[src/rtl/awsc_pkg.sv]
`timescale 1ns / 1ps
package awsc_pkg;

   // Block dimensions.
   localparam int WINDOW_DEF   = 20;
   localparam int IDX_W        = 8;
   localparam int SUM_W        = 24;
   localparam int THR_W        = 24;
   localparam int OFS_W        = 12;
   localparam int ACC_W        = 16;
   localparam int ABS_W        = ACC_W + 1;
   localparam int RAD_W        = 32;
   localparam int ROOT_W       = RAD_W / 2;
   localparam int REM_W        = ROOT_W + 3;
   localparam int CNT_W        = 8;
   localparam int ROOT_STEPS   = RAD_W / 2;
   localparam int ITER_W       = $clog2(ROOT_STEPS);
   localparam int OP_W         = 2;
   localparam int CSR_ADDR_W   = 2;
   localparam int CSR_DATA_W   = 24;
   localparam int REQ_DATA_W   = 32;
   localparam int RSP_DATA_W   = 32;

   // Operation codes carried in the request tuser.
   localparam logic [OP_W-1:0] OP_SAMPLE = 2'd0;
   localparam logic [OP_W-1:0] OP_START  = 2'd1;
   localparam logic [OP_W-1:0] OP_STOP   = 2'd2;

   // Register indexes of the configuration port.
   localparam logic [CSR_ADDR_W-1:0] REG_THRESHOLD = 2'd0;
   localparam logic [CSR_ADDR_W-1:0] REG_X_OFFSET  = 2'd1;
   localparam logic [CSR_ADDR_W-1:0] REG_Y_OFFSET  = 2'd2;

   // Register reset values.
   localparam logic [THR_W-1:0] THR_RST  = 24'd20480;
   localparam logic [OFS_W-1:0] XOFS_RST = 12'hF5C;
   localparam logic [OFS_W-1:0] YOFS_RST = 12'd41;

   // Distance is steps * 7 / 10, done as steps * 22939 >> 15 (exact for 8-bit counts).
   localparam int DIST_MUL   = 22939;
   localparam int DIST_SHIFT = 15;
   localparam int DIST_W     = CNT_W + DIST_SHIFT;

   // Commands from the controller to the datapath.
   typedef struct packed {
      logic load_item;
      logic load_squares;
      logic root_init;
      logic root_step;
      logic commit;
   } awsc_cmd_type;

   // Status from the datapath to the controller.
   typedef struct packed {
      logic live;
   } awsc_stat_type;

   function automatic logic [CNT_W-1:0] steps_to_metres(input logic [CNT_W-1:0] s);
      logic [DIST_W-1:0] p;
      p = DIST_W'(s) * DIST_W'(DIST_MUL);
      return p[DIST_SHIFT +: CNT_W];
   endfunction

endpackage

[src/rtl/awsc_ctrl.sv]
`timescale 1ns / 1ps
module awsc_ctrl (
   input  logic                    clock,
   input  logic                    reset,
   input  logic                    req_tvalid,
   input  logic [awsc_pkg::OP_W-1:0] req_op,
   output logic                    req_tready,
   output logic                    rsp_tvalid,
   input  logic                    rsp_tready,
   input  awsc_pkg::awsc_stat_type stat,
   output awsc_pkg::awsc_cmd_type  cmd
);
   import awsc_pkg::*;

   localparam logic [2:0] ST_IDLE   = 3'd0;
   localparam logic [2:0] ST_MUL    = 3'd1;
   localparam logic [2:0] ST_INIT   = 3'd2;
   localparam logic [2:0] ST_ROOT   = 3'd3;
   localparam logic [2:0] ST_COMMIT = 3'd4;

   logic [2:0]        state_ff, state_in;
   logic [ITER_W-1:0] iter_ff, iter_in;
   logic              rsp_valid_ff, rsp_valid_in;
   logic              accept;
   logic              out_free;

   assign req_tready = (state_ff == ST_IDLE);
   assign accept     = req_tvalid && req_tready;
   assign out_free   = !rsp_valid_ff || rsp_tready;
   assign rsp_tvalid = rsp_valid_ff;

   // Next state and iteration count.
   always_comb begin
      state_in = state_ff;
      iter_in  = iter_ff;
      case (state_ff)
         ST_IDLE: begin
            if (accept) begin
               if (req_op == OP_SAMPLE && stat.live) begin
                  state_in = ST_MUL;
               end else begin
                  state_in = ST_COMMIT;
               end
            end
         end
         ST_MUL: begin
            state_in = ST_INIT;
         end
         ST_INIT: begin
            state_in = ST_ROOT;
            iter_in  = '0;
         end
         ST_ROOT: begin
            iter_in = iter_ff + 1'b1;
            if (iter_ff == ITER_W'(ROOT_STEPS - 1)) begin
               state_in = ST_COMMIT;
            end
         end
         ST_COMMIT: begin
            if (out_free) begin
               state_in = ST_IDLE;
            end
         end
         default: begin
            state_in = ST_IDLE;
         end
      endcase
   end

   // Commands to the datapath.
   always_comb begin
      cmd.load_item    = accept;
      cmd.load_squares = (state_ff == ST_MUL);
      cmd.root_init    = (state_ff == ST_INIT);
      cmd.root_step    = (state_ff == ST_ROOT);
      cmd.commit       = (state_ff == ST_COMMIT) && out_free;
   end

   // The result beat stays valid until it is taken.
   always_comb begin
      if (cmd.commit) begin
         rsp_valid_in = 1'b1;
      end else if (rsp_tready) begin
         rsp_valid_in = 1'b0;
      end else begin
         rsp_valid_in = rsp_valid_ff;
      end
   end

   always_ff @(posedge clock) begin
      if (reset) begin
         state_ff     <= ST_IDLE;
         iter_ff      <= '0;
         rsp_valid_ff <= 1'b0;
      end else begin
         state_ff     <= state_in;
         iter_ff      <= iter_in;
         rsp_valid_ff <= rsp_valid_in;
      end
   end

endmodule

[src/rtl/awsc_dp.sv]
`timescale 1ns / 1ps
module awsc_dp #(
   parameter int WINDOW = awsc_pkg::WINDOW_DEF
) (
   input  logic                              clock,
   input  logic                              reset,
   input  logic                              csr_we,
   input  logic [awsc_pkg::CSR_ADDR_W-1:0]   csr_addr,
   input  logic [awsc_pkg::CSR_DATA_W-1:0]   csr_wdata,
   input  logic [awsc_pkg::OP_W-1:0]         req_op,
   input  logic [awsc_pkg::ACC_W-1:0]        req_x,
   input  logic [awsc_pkg::ACC_W-1:0]        req_y,
   input  awsc_pkg::awsc_cmd_type            cmd,
   output awsc_pkg::awsc_stat_type           stat,
   output logic [awsc_pkg::RSP_DATA_W-1:0]   rsp_data
);
   import awsc_pkg::*;

   // Configuration registers.
   logic [THR_W-1:0] thr_ff;
   logic [OFS_W-1:0] xofs_ff, yofs_ff;

   // Item and magnitude pipeline.
   logic [OP_W-1:0]      op_ff;
   logic [ABS_W-1:0]     ax_ff, ay_ff;
   logic [RAD_W-1:0]     sqx_ff, sqy_ff;
   logic [RAD_W-1:0]     rad_ff, rad_in;
   logic [ROOT_W-1:0]    root_ff, root_in;
   logic [REM_W-1:0]     rem_ff, rem_in;

   // Step counter state.
   logic                 counting_ff, counting_in;
   logic                 calibrated_ff, calibrated_in;
   logic [IDX_W-1:0]     idx_ff, idx_in;
   logic [SUM_W-1:0]     sum_ff, sum_in;
   logic [SUM_W-1:0]     ref_ff, ref_in;
   logic [CNT_W-1:0]     steps_ff, steps_in;
   logic [CNT_W-1:0]     saved_ff, saved_in;
   logic [RSP_DATA_W-1:0] rsp_ff, rsp_in;

   logic signed [ABS_W-1:0] x_sum, y_sum;
   logic [ABS_W-1:0]        x_abs, y_abs;
   logic [2*ABS_W-1:0]      x_prod, y_prod;
   logic [REM_W-1:0]        rem_sh, trial;
   logic [SUM_W-1:0]        sum_new;
   logic [IDX_W-1:0]        idx_new;
   logic [SUM_W:0]          limit;
   logic                    done, hit;

   assign stat.live = !calibrated_ff || counting_ff;

   // Offset correction and absolute value at the input beat, and squaring.
   always_comb begin
      x_sum = ABS_W'($signed(req_x)) + ABS_W'($signed(xofs_ff));
      y_sum = ABS_W'($signed(req_y)) + ABS_W'($signed(yofs_ff));
      x_abs = x_sum[ABS_W-1] ? ABS_W'(-x_sum) : ABS_W'(x_sum);
      y_abs = y_sum[ABS_W-1] ? ABS_W'(-y_sum) : ABS_W'(y_sum);
      x_prod = (2*ABS_W)'(ax_ff) * (2*ABS_W)'(ax_ff);
      y_prod = (2*ABS_W)'(ay_ff) * (2*ABS_W)'(ay_ff);
   end

   // One radicand bit pair per step of the restoring square root.
   always_comb begin
      rad_in  = rad_ff;
      root_in = root_ff;
      rem_in  = rem_ff;
      rem_sh  = {rem_ff[REM_W-3:0], rad_ff[RAD_W-1 -: 2]};
      trial   = {1'b0, root_ff, 2'b01};
      if (cmd.root_init) begin
         rad_in  = sqx_ff + sqy_ff;
         root_in = '0;
         rem_in  = '0;
      end else if (cmd.root_step) begin
         rad_in = {rad_ff[RAD_W-3:0], 2'b00};
         if (rem_sh >= trial) begin
            rem_in  = rem_sh - trial;
            root_in = {root_ff[ROOT_W-2:0], 1'b1};
         end else begin
            rem_in  = rem_sh;
            root_in = {root_ff[ROOT_W-2:0], 1'b0};
         end
      end
   end

   // Window, step and mode update when the result is committed.
   always_comb begin
      counting_in   = counting_ff;
      calibrated_in = calibrated_ff;
      idx_in        = idx_ff;
      sum_in        = sum_ff;
      ref_in        = ref_ff;
      steps_in      = steps_ff;
      saved_in      = saved_ff;
      rsp_in        = rsp_ff;
      done          = 1'b0;
      hit           = 1'b0;
      sum_new       = sum_ff + SUM_W'(root_ff);
      idx_new       = idx_ff + 1'b1;
      limit         = (SUM_W + 1)'(ref_ff) + (SUM_W + 1)'(thr_ff);
      if (cmd.commit) begin
         case (op_ff)
            OP_SAMPLE: begin
               if (stat.live) begin
                  if (idx_new == IDX_W'(WINDOW)) begin
                     done = 1'b1;
                     if (calibrated_ff) begin
                        if ((SUM_W + 1)'(sum_new) > limit) begin
                           hit      = 1'b1;
                           steps_in = steps_ff + 1'b1;
                        end
                     end else begin
                        calibrated_in = 1'b1;
                     end
                     ref_in = sum_new;
                     sum_in = '0;
                     idx_in = '0;
                  end else begin
                     sum_in = sum_new;
                     idx_in = idx_new;
                  end
               end
            end
            OP_START: begin
               counting_in = 1'b1;
            end
            OP_STOP: begin
               if (counting_ff) begin
                  saved_in    = steps_ff;
                  steps_in    = '0;
                  sum_in      = '0;
                  idx_in      = '0;
                  counting_in = 1'b0;
               end
            end
            default: begin
            end
         endcase
         rsp_in = {5'b0, counting_in, saved_in, steps_to_metres(steps_in), steps_in,
                   hit, done};
      end
   end

   assign rsp_data = rsp_ff;

   // Configuration writes.
   always_ff @(posedge clock) begin
      if (reset) begin
         thr_ff  <= THR_RST;
         xofs_ff <= XOFS_RST;
         yofs_ff <= YOFS_RST;
      end else if (csr_we) begin
         case (csr_addr)
            REG_THRESHOLD: thr_ff  <= csr_wdata[THR_W-1:0];
            REG_X_OFFSET:  xofs_ff <= csr_wdata[OFS_W-1:0];
            REG_Y_OFFSET:  yofs_ff <= csr_wdata[OFS_W-1:0];
            default: begin
            end
         endcase
      end
   end

   // Counter state.
   always_ff @(posedge clock) begin
      if (reset) begin
         counting_ff   <= 1'b0;
         calibrated_ff <= 1'b0;
         idx_ff        <= '0;
         sum_ff        <= '0;
         ref_ff        <= '0;
         steps_ff      <= '0;
         saved_ff      <= '0;
      end else begin
         counting_ff   <= counting_in;
         calibrated_ff <= calibrated_in;
         idx_ff        <= idx_in;
         sum_ff        <= sum_in;
         ref_ff        <= ref_in;
         steps_ff      <= steps_in;
         saved_ff      <= saved_in;
      end
   end

   // Payload registers.
   always_ff @(posedge clock) begin
      if (cmd.load_item) begin
         op_ff <= req_op;
         ax_ff <= x_abs;
         ay_ff <= y_abs;
      end
      if (cmd.load_squares) begin
         sqx_ff <= x_prod[RAD_W-1:0];
         sqy_ff <= y_prod[RAD_W-1:0];
      end
      rad_ff  <= rad_in;
      root_ff <= root_in;
      rem_ff  <= rem_in;
      rsp_ff  <= rsp_in;
   end

endmodule

[src/rtl/accel_window_step_counter.sv]
`timescale 1ns / 1ps
// Step counter on X/Y accelerometer samples. A request beat carries the operation in
// req_tuser (sample, start, stop) and the raw samples in req_tdata; every request beat
// yields exactly one response beat with the window and step status after that operation.
// A sample that is used passes through squaring, summing the squares, the bit-serial
// square root of the planar magnitude, which resolves one root bit per cycle, and the
// commit before its response is valid; a new request is taken only after the return to
// idle. Start, stop and ignored samples go from their beat straight to the commit. One
// request is worked on at a time; the response register lets the next request be taken
// while the previous response waits, and a response that is not taken holds the next
// request at its commit. Write the configuration registers only while no request is in
// flight.
module accel_window_step_counter #(
   parameter int WINDOW = awsc_pkg::WINDOW_DEF
) (
   input  logic                              clock,
   input  logic                              reset,
   input  logic                              req_tvalid,
   output logic                              req_tready,
   input  logic [awsc_pkg::REQ_DATA_W-1:0]   req_tdata,  // accel_x, accel_y
   input  logic [awsc_pkg::OP_W-1:0]         req_tuser,  // op
   output logic                              rsp_tvalid,
   input  logic                              rsp_tready,
   // window_done, step_detected, step_count, distance_m, saved_steps, is_counting, zeros
   output logic [awsc_pkg::RSP_DATA_W-1:0]   rsp_tdata,
   input  logic                              csr_we,
   input  logic [awsc_pkg::CSR_ADDR_W-1:0]   csr_addr,
   input  logic [awsc_pkg::CSR_DATA_W-1:0]   csr_wdata
);
   import awsc_pkg::*;

   awsc_cmd_type  cmd;
   awsc_stat_type stat;

   awsc_ctrl u_ctrl (
      .clock      (clock),
      .reset      (reset),
      .req_tvalid (req_tvalid),
      .req_op     (req_tuser),
      .req_tready (req_tready),
      .rsp_tvalid (rsp_tvalid),
      .rsp_tready (rsp_tready),
      .stat       (stat),
      .cmd        (cmd)
   );

   awsc_dp #(
      .WINDOW (WINDOW)
   ) u_dp (
      .clock     (clock),
      .reset     (reset),
      .csr_we    (csr_we),
      .csr_addr  (csr_addr),
      .csr_wdata (csr_wdata),
      .req_op    (req_tuser),
      .req_x     (req_tdata[ACC_W-1:0]),
      .req_y     (req_tdata[2*ACC_W-1:ACC_W]),
      .cmd       (cmd),
      .stat      (stat),
      .rsp_data  (rsp_tdata)
   );

endmodule

[config.mk]
export PLATFORM = sky130hd
export DESIGN_NAME = accel_window_step_counter
export DESIGN_NICKNAME = d
export VERILOG_FILES = /design/src/rtl/awsc_pkg.sv /design/src/rtl/awsc_ctrl.sv /design/src/rtl/awsc_dp.sv /design/src/rtl/accel_window_step_counter.sv
export SDC_FILE = /design/constraint.sdc
export NUM_CORES = 2
export LEC_CHECK = 0
export ABC_AREA = 1
export BUFFER_PORTS_ARGS = -buffer_cell sky130_fd_sc_hd__buf_4
export CAP_MARGIN = 20
export CORE_MARGIN = 2
export CORE_UTILIZATION = 65
export DETAILED_ROUTE_END_ITERATION = 10
export PLACE_DENSITY = 0.83
export SLEW_MARGIN = 15
export SYNTH_ARGS = -nofsm -noshare
export SYNTH_HDL_FRONTEND = slang
export SYNTH_SLANG_ARGS = --single-unit
[constraint.sdc]
create_clock -name clock -period 8.4 [get_ports clock]
set_input_delay 0.84 -clock clock [delete_from_list [all_inputs] [get_ports clock]]
set_output_delay 0.84 -clock clock [all_outputs]
set_load 0.02 [all_outputs]
==> flow_metrics.py <==
metrics = {
    "setup_path": {
        "crit_path_max_fanout": 7,
        "endpoint_kind": "register",
        "crit_required_ns": 8.74,
        "cp-start-kind": "register",
        "critPathMaxStageDelay_ns": 0.59,
        "cp_slowest_cell": "fa_1",
        "arrival_ns": 8.28,
        "critPathKind": "reg -> reg",
        "ff2ff_setup_slack_ns": 0.45,
        "cpMostUsedCell": "nand2_1",
    },
    "clock_tree": {
        "cts_tree": "yes",
        "cts_buffers": 37,
        "clk_latency_ns": 0.60,
        "clk_pin_slew_ns": 0.06,
        "hold_buffers": 0,
        "cts_buffer_depth": 3,
        "cts_root_buffer": "clkbuf_16",
        "cts.sinks": 320,
        "htree_num_levels": 2,
    },
    "synthesis": {
        "async_reset_ff_share_pct": 0,
        "synth_cells": 4319,
        "yosysSeqAreaShare_pct": 22.2,
        "ys.flop_type": "dfxtp_1",
        "syn_area_per_cell_sq_um": 8.30,
        "synth-edff-count": 157,
        "yosysWarningCount": 0,
        "ys_ff_latch": 320,
        "ys_types": 59,
        "synth_area_sq_um": 35900,
    },
    "run_status": {
        "outcome": "finished, final reports clean",
    },
    "global_routing": {
        "grt_antenna_before_repair": 0,
        "grt_max_degree": 63,
        "grt_pass1_wl_um": 138000,
        "grt_pass1_vias": 29010,
        "grt-ovfl-total": 0,
        "grt_usage_pct": 30.2,
    },
    "sta": {
        "report.final.slew_viol_count": 0,
        "period_share_pct": 94.6,
        "setup_tns_ns": 0,
        "holdWs_ns": 0.453,
        "finalClockSkew_ns": 0.0397,
        "fmax_mhz": 126,
        "fin_crit_ns": 7.95,
        "finalSetupViolCount": 0,
        "hold_violations": 0,
        "tightest_slew_ns": 1.02,
        "relSlewSlack_pct": 32.1,
    },
    "floorplan": {
        "core_area_sq_um": 54900,
        "die_x_um": 239,
        "rows": 86,
        "ios": 99,
        "die_area_sq_um": 57100,
        "fp.dieH_um": 239,
        "start_util_pct": 65.4,
    },
    "placement": {
        "hpwlAfterDp_um": 64000,
        "port_buffers": 93,
        "gp_congestion": 0.927,
        "placed_cells": 5018,
    },
    "route": {
        "routed_wl_um": 82900,
        "antenna_left": 0,
        "routedWlPerCell_um": 16.3,
        "drc": 0,
        "drtIter0Drc": 1786,
        "viasPerCell": 5.50,
        "vias": 28004,
        "dr.pass1.iters": 6,
    },
    "run": {
        "cap_violations": 0,
    },
    "min_path": {
        "hold_class": "in -> reg",
    },
    "layout": {
        "drive_gt1_share_pct": 6.79,
        "fin_nets": 5241,
        "syn_to_final_growth_pct": 7.79,
        "finalNonFillerCells": 5093,
        "diodes": 0,
        "post-route-util_pct": 70.4,
    },
}
[kinds of logic after synthesis]
logic type | Yosys count | share of synthesized area [%]
AO/OA/AOI/OAI | 588 | 9.02
XOR/XNOR | 202 | 4.93
adder cells (fa/ha/maj) | 814 | 37.1
buffers and inverters | 1063 | 11.2
flip-flops | 320 | 22.2
other | 1 | 0.0105
AND/OR/NAND/NOR | 1331 | 15.5
[final cells by class]
| cell class | instances | area (sq um) |
|---|---|---|
| fill | 4201 | 16200 |
| tap | 704 | 881 |
| inverter | 938 | 3520 |
| clock buffer | 47 | 1020 |
| sequential | 320 | 7980 |
| multi-input combinational | 2940 | 24100 |
| clock inverter | 19 | 233 |
| timing repair buffer | 125 | 958 |
[flip-flops by register name (all words and copies together) (netlist names), 16 cells and up]
register / count
u_dp.ax_ff: 17
u_dp.ay_ff: 17
u_dp.rad_ff: 32
u_dp.ref_ff: 24
u_dp.rem_ff: 17
u_dp.root_ff: 16
u_dp.rsp_data: 27
u_dp.sqx_ff: 31
u_dp.sqy_ff: 31
u_dp.sum_ff: 24
u_dp.thr_ff: 24
[metrics by stage]
| stage | instance area, sq um | setup WS (ns) |
|---|---|---|
| 2_1_floorplan | 35900 | 0.808 |
| 3_3_place_gp | 37200 | 0.166 |
| 3_5_place_dp | 37200 | 0.0372 |
| 4_1_cts | 38400 | 0.00155 |
| 5_1_grt | 38700 | -0.170 |
| 6_report | 38700 | 0.453 |
[timing repair]
action / CTS / global route
endpoints found under the hold margin: 0 / 0
gates resized for setup: 2 / 34
setup endpoints to repair: 1 / 8
buffers inserted: 0 / 8
pin swaps: 0 / 11
[worst max-delay path, delay by kind of cell (launching register included)]
family,cells,cell delay [ns]
buffers and inverters,2,0.13
XOR/XNOR,1,0.14
AND/OR/NAND/NOR,20,1.81
AO/OA/AOI/OAI,15,2.63
adder cells (fa/ha/maj),7,2.64
flip-flops,1,0.34
[per-layer routing]
layer | GRT usage [%] | routed length (um)
met2 | 52.8 | 40800
met1 | 37.6 | 33400
met3 | 3.88 | 5180
met4 | 13.0 | 3520
met5 | 0 | 0
[Yosys cell counts (6+ instances only)]
library cell	n	share of area, %
a21o_1	15	0.31
inv_1	931	9.7
nand2_4	6	0.19
o211ai_1	6	0.13
dfxtp_1	163	9.1
or2_2	17	0.30
nor3_1	33	0.46
nor2_2	6	0.10
clkbuf_1	114	1.2
o21bai_1	19	0.40
a21boi_1	8	0.17
nor4_1	7	0.12
a21oi_1	271	3.8
edfxtp_1	157	13
a31oi_1	11	0.19
nand2_1	845	8.8
a211oi_1	7	0.15
fa_1	415	23
nor2_1	247	2.6
o21a_1	9	0.19
o21ai_0	166	2.3
nand2_2	24	0.42
xor2_1	118	2.9
nand4_1	21	0.37
nand3_1	100	1.4
a221oi_1	7	0.17
o21ai_1	34	0.47
xnor2_1	84	2.1
ha_1	399	14
o22ai_1	16	0.28
[cells in the final DEF (no fill, tap or decap), types with 5 or more instances in the layout]
master     count
a211oi_1       7
a21boi_1       5
a21o_1        15
a21oi_1      267
a21oi_2        7
a221oi_1       7
a31oi_1       11
buf_4        124
clkbuf_1       5
clkbuf_16     38
clkinv_2       5
conb_1         5
dfxtp_1      163
edfxtp_1     157
fa_1         415
ha_1         392
inv_1        928
inv_2          7
nand2_1      843
nand2_2       26
nand2_4        6
nand3_1       99
nand3b_1       5
nand4_1       21
nor2_1       242
nor2_2         8
nor3_1        32
nor4_1         6
o211ai_1       6
o21a_1         9
o21ai_0      165
o21ai_1       30
o21ai_2        6
o21bai_1      16
o22ai_1       16
or2_2         17
xnor2_1       84
xor2_1       118
[final timing paths]
check / endpoint / cells after the start / startpoint
worst min register to register: u_dp.ref_ff[3]$_SDFFE_PP0P_ / 2 / u_dp.ref_ff[3]$_SDFFE_PP0P_
worst max-delay path: u_dp.rsp_data[16]$_DFFE_PP_ / 45 / u_dp.ref_ff[2]$_SDFFE_PP0P_
worst min-delay path: u_dp.op_ff[1]$_DFFE_PP_ / 1 / req_tuser[1]
worst max register to register: u_dp.rsp_data[16]$_DFFE_PP_ / 45 / u_dp.ref_ff[2]$_SDFFE_PP0P_
Power is left out: the tool's default activity adds up to more than one toggle a clock period on the data nets, which glitch-free logic cannot reach.
